$ cat src/sv/bb3_pkg.sv
// Shared types and constants for the 3x3 box blur.
// Used by the channel interfaces, the column cell, the top level and the checker.
package bb3_pkg;

  localparam int PIX_W      = 8;
  localparam int CSUM_W     = 10;  // three pixels
  localparam int SUM_W      = 12;  // nine pixels
  localparam int CFG_IDX_W  = 4;
  localparam int CFG_DATA_W = 13;
  localparam int FW_BITS    = 11;  // stored bits of frame_width
  localparam int FH_BITS    = 13;  // stored bits of frame_height

  localparam int RESET_WIDTH  = 1024;
  localparam int RESET_HEIGHT = 1;

  // floor(x / 9) == (x * DIV9_MUL) >> DIV9_SHIFT for every x below 2^15
  localparam int DIV9_MUL   = 3641;
  localparam int DIV9_SHIFT = 15;
  localparam int PROD_W     = 24;

  typedef logic [PIX_W-1:0]      pix_t;
  typedef logic [CSUM_W-1:0]     csum_t;
  typedef logic [SUM_W-1:0]      sum_t;
  typedef logic [CFG_IDX_W-1:0]  cfg_idx_t;
  typedef logic [CFG_DATA_W-1:0] cfg_data_t;

  localparam cfg_idx_t REG_FRAME_WIDTH  = cfg_idx_t'(0);
  localparam cfg_idx_t REG_FRAME_HEIGHT = cfg_idx_t'(1);

  // one window column, row 0 is two lines above the input row
  typedef logic [2:0][PIX_W-1:0] col_t;

  typedef struct packed {
    logic shift;  // take the neighbour's column
    logic clr;    // take zero instead
  } cell_ctl_t;

  typedef struct packed {
    logic [2:0] row_en;
    logic       col_en;
  } sum_en_t;

  typedef struct packed {
    logic [2:0] row_en;
    logic [2:0] col_en;
  } win_mask_t;

endpackage

$ cat src/sv/bb3_col_cell.sv
// One column cell of the blur window: holds three pixels, takes its
// neighbour's column on a shift and gives its masked column sum. Uses bb3_pkg.
module bb3_col_cell (
  input  logic               clk,
  input  bb3_pkg::cell_ctl_t ctl,
  input  bb3_pkg::col_t      din,
  input  bb3_pkg::sum_en_t   sen,
  output bb3_pkg::col_t      dout,
  output bb3_pkg::csum_t     csum
);
  import bb3_pkg::*;

  col_t col_r;

  always_ff @(posedge clk) begin
    if (ctl.shift) begin
      col_r <= ctl.clr ? '0 : din;
    end
  end

  always_comb begin
    csum = '0;
    for (int i = 0; i < 3; i++) begin
      if (sen.row_en[i] && sen.col_en) begin
        csum = csum + CSUM_W'(col_r[i]);
      end
    end
  end

  assign dout = col_r;

endmodule

$ cat config.mk
export PLATFORM = sky130hd
export DESIGN_NAME = bb3_col_cell
export DESIGN_NICKNAME = d
export VERILOG_FILES = /design/src/sv/bb3_pkg.sv /design/src/sv/bb3_col_cell.sv
export SDC_FILE = /design/constraint.sdc
export NUM_CORES = 1
export LEC_CHECK = 0
export BUFFER_PORTS_ARGS = -buffer_cell sky130_fd_sc_hd__buf_2
export CORE_ASPECT_RATIO = 1.1
export CORE_MARGIN = 2
export CORE_UTILIZATION = 45
export CTS_CLUSTER_DIAMETER = 200
export DETAILED_ROUTE_END_ITERATION = 7
export GPL_TIMING_DRIVEN = 1
export PLACE_DENSITY = 0.76
export SETUP_SLACK_MARGIN = 0.02
export SKIP_CTS_REPAIR_TIMING = 1
export SLEW_MARGIN = 20
export SYNTH_ARGS = -nofsm -noshare
export SYNTH_HDL_FRONTEND = slang
export SYNTH_SLANG_ARGS = --single-unit
$ cat constraint.sdc
create_clock -name clk -period 3.5 [get_ports clk]
set_input_delay 0.175 -clock clk [delete_from_list [all_inputs] [get_ports clk]]
set_output_delay 0.175 -clock clk [all_outputs]
set_load 0.05 [all_outputs]
==> flow_metrics.tcl <==
set metrics [dict create \
    placement.io_buffers 64 \
    holdWs_ns 0.189 \
    design.die.area_um2 4650 \
    synth_area_leaders "edfxtp_1 (39%), ha_1 (10%), nor2b_1 (8.4%), xnor2_1 (3.3%), nand2_1 (2.8%)" \
    htreeDepth 1 \
    startpoint_type "flop" \
    required_ns 3.32 \
    clk_pin_slew_worst_paths_ns 0.09 \
    n_antenna_cell 0 \
    ys.flop_type "edfxtp_1" \
    syn_area_um2 1850 \
    status "complete, but fails checks" \
    failed_checks "negative setup slack" \
    wirelength_um 4780 \
    synthMostInstantiatedCell "nor2b_1" \
    cts_buffers 3 \
    worst_pin_slew_ns 0.571 \
    placedInstanceArea_um2 2460 \
    core_um2 3960 \
    fin_crit_sh_pct 113 \
    worst_slack_ns -0.455 \
    fmax_ghz 0.253 \
    largest_register_ffs 24 \
    hold_depth 2 \
    worstHoldStart "din[0]" \
    cts_tree "yes" \
    leakagePower_uw 0.00121 \
    timing.max_cap.violations 0 \
    num_io_pins 65 \
    fp.dieH_um 71.3 \
    synth.top_cell.area_share_pct 38.9 \
    area_growth_pct 43.2 \
    min_to "dout[0]" \
    hold_viol_final 0 \
    place_hpwl_um 3690 \
    crit_fanout 3 \
    rsz0062_at_grt "yes" \
    fp.dieW_um 65.2 \
    cp-end-kind "primary output" \
    drv_slew 0 \
    slew_headroom_pct 61.9 \
    drive_gt1_share_pct 46.4 \
    cp.arrival_ns 3.78 \
    ys_ff_latch 24 \
    ant_nets 0 \
    post-route-drc-count 0 \
    finalSetupViolations 6 \
    grt_usage_pct 20.0 \
    irDropWorstVdd_v 0.000271 \
    antenna_found_initial 0 \
    fin_area_um2 2650 \
    syn_nets 237 \
    grt_start_max_net_pins 25 \
    period_minus_slack_ns 3.96 \
    synth-seq-area-share_pct 38.9 \
    p_per_area_nw_per_um2 376 \
    ys_types 43 \
    nNetsFinal 327 \
    post_drt_via_cell_ratio 5.20 \
    synth_area_leader_cell "edfxtp_1" \
    tns_ns -2.15 \
    cts.sinks 24 \
    synth-async-reset-ratio_pct 0 \
    synth_edf_count 24 \
    vias 1717 \
    gp_congestion 0.869 \
    hold_class "in -> reg" \
    post-place-cells 322 \
    syn_inst 189 \
    cts_root_buf "clkbuf_8" \
    ys_warn_count 0 \
    criticalPathCategory "reg -> out" \
    fin_cells 330 \
    start_util_pct 46.7 \
    std_cell_rows 24 \
    yosys-top-cells-count "nor2b_1 (25), edfxtp_1 (24), ha_1 (15)" \
    first_pass_iters 4 \
    cts_buffer_depth 2 \
    grt_pass1_wl_um 7230 \
    wire_per_inst_um 14.5 \
    overflow 0 \
    p_total_uw 999 \
    grt_pass1_vias 1591 \
    synth_area_per_cell_um2 9.80 \
    dr.first_iter.drc_count 56 \
]
==> metrics by stage <==
stage	utilization, %	setup WS (ns)
after global placement	62.1	-0.191
after floorplan	-	-0.273
after global routing	67.0	-0.603
after CTS	63.3	-0.496
final	67.0	-0.455
after detailed placement	62.1	-0.366
==> cells in the final DEF, fill, tap and decap left out, drive strengths merged <==
cell    synthesis  routed
clkbuf          2       4
xnor2           7       7
inv            12      12
ha             15      15
a21boi          1       1
a31o            1       1
or2             1       1
o221ai          1       1
a21oi          11      11
fa              2       2
o22ai           5       5
nand2          15      15
and2            3       3
and3            4       4
nand4           1       1
a21o            4       4
mux2            2       2
o22a            1       1
a211oi          1       1
o31ai           1       1
and3b           1       1
nand3           5       5
maj3            1       1
nor2           13      13
nor3            3       3
o21a            2       2
edfxtp         24      24
a31oi           4       4
xor2            5       5
a22oi           1       1
clkinv          0       1
buf             3      89
nor2b          26      26
o21ai          10      10
mux2i           1       1
==> how the worst max path moves through the flow <==
stage | startpoint | to | slack (ns) | depth (start not counted)
after global placement | sen[1] | csum[7] | -0.19 | 22
after floorplan | dout[0] | csum[7] | -0.27 | 19
after CTS | dout[0] | csum[7] | -0.50 | 20
final | dout[0] | csum[9] | -0.46 | 20
after detailed placement | sen[1] | csum[7] | -0.37 | 22
after global routing | dout[0] | csum[9] | -0.60 | 20
==> final cells by class <==
class	instances	area, um^2
fillers	328	1310
multi-input cells	148	1210
flip-flops and latches	24	721
repair buffers	90	567
well taps	52	65.1
inverters	12	45.0
clock buffers	3	41.3
clock inverters	1	3.75
==> critical path, cell delays in order, from the launching register on <==
cell	delay, ns
edfxtp_1	0.36
nand2_1	0.07
inv_1	0.06
ha_2	0.17
inv_2	0.04
fa_2	0.36
nor2b_4	0.16
nor2_4	0.05
maj3_2	0.33
xnor2_2	0.15
nand2_1	0.08
xor2_1	0.22
and2_4	0.18
ha_4	0.20
nand2_2	0.06
nor2_2	0.03
a211oi_2	0.29
a22oi_2	0.14
a21oi_1	0.16
and3b_2	0.23
buf_8	0.15
==> logic make-up after synthesis <==
kind of cell | Yosys count | synth area share [%]
compound gates | 43 | 15.0
xor+xnor | 12 | 5.67
fa+ha+maj | 18 | 12.9
buf+inv | 17 | 4.46
flops | 24 | 38.9
mux | 3 | 1.76
simple gates | 72 | 21.3
==> power breakdown <==
group | leakage [uW] | internal, uW | switching [uW]
logic | 0.000958 | 186 | 284
registers | 0.000231 | 343 | 20.6
clock network | 0.0000231 | 78.5 | 87.9
==> per-layer routing <==
metal / vias to the layer above / track usage (%) / wire length [um]
met5: - / 0 / 0
met2: 45 / 35.5 / 2520
met4: 0 / 6.94 / 76
met3: 4 / 1.73 / 169
li1: 849 / - / -
met1: 819 / 25.6 / 2010
(Power assumes the default switching activity.)
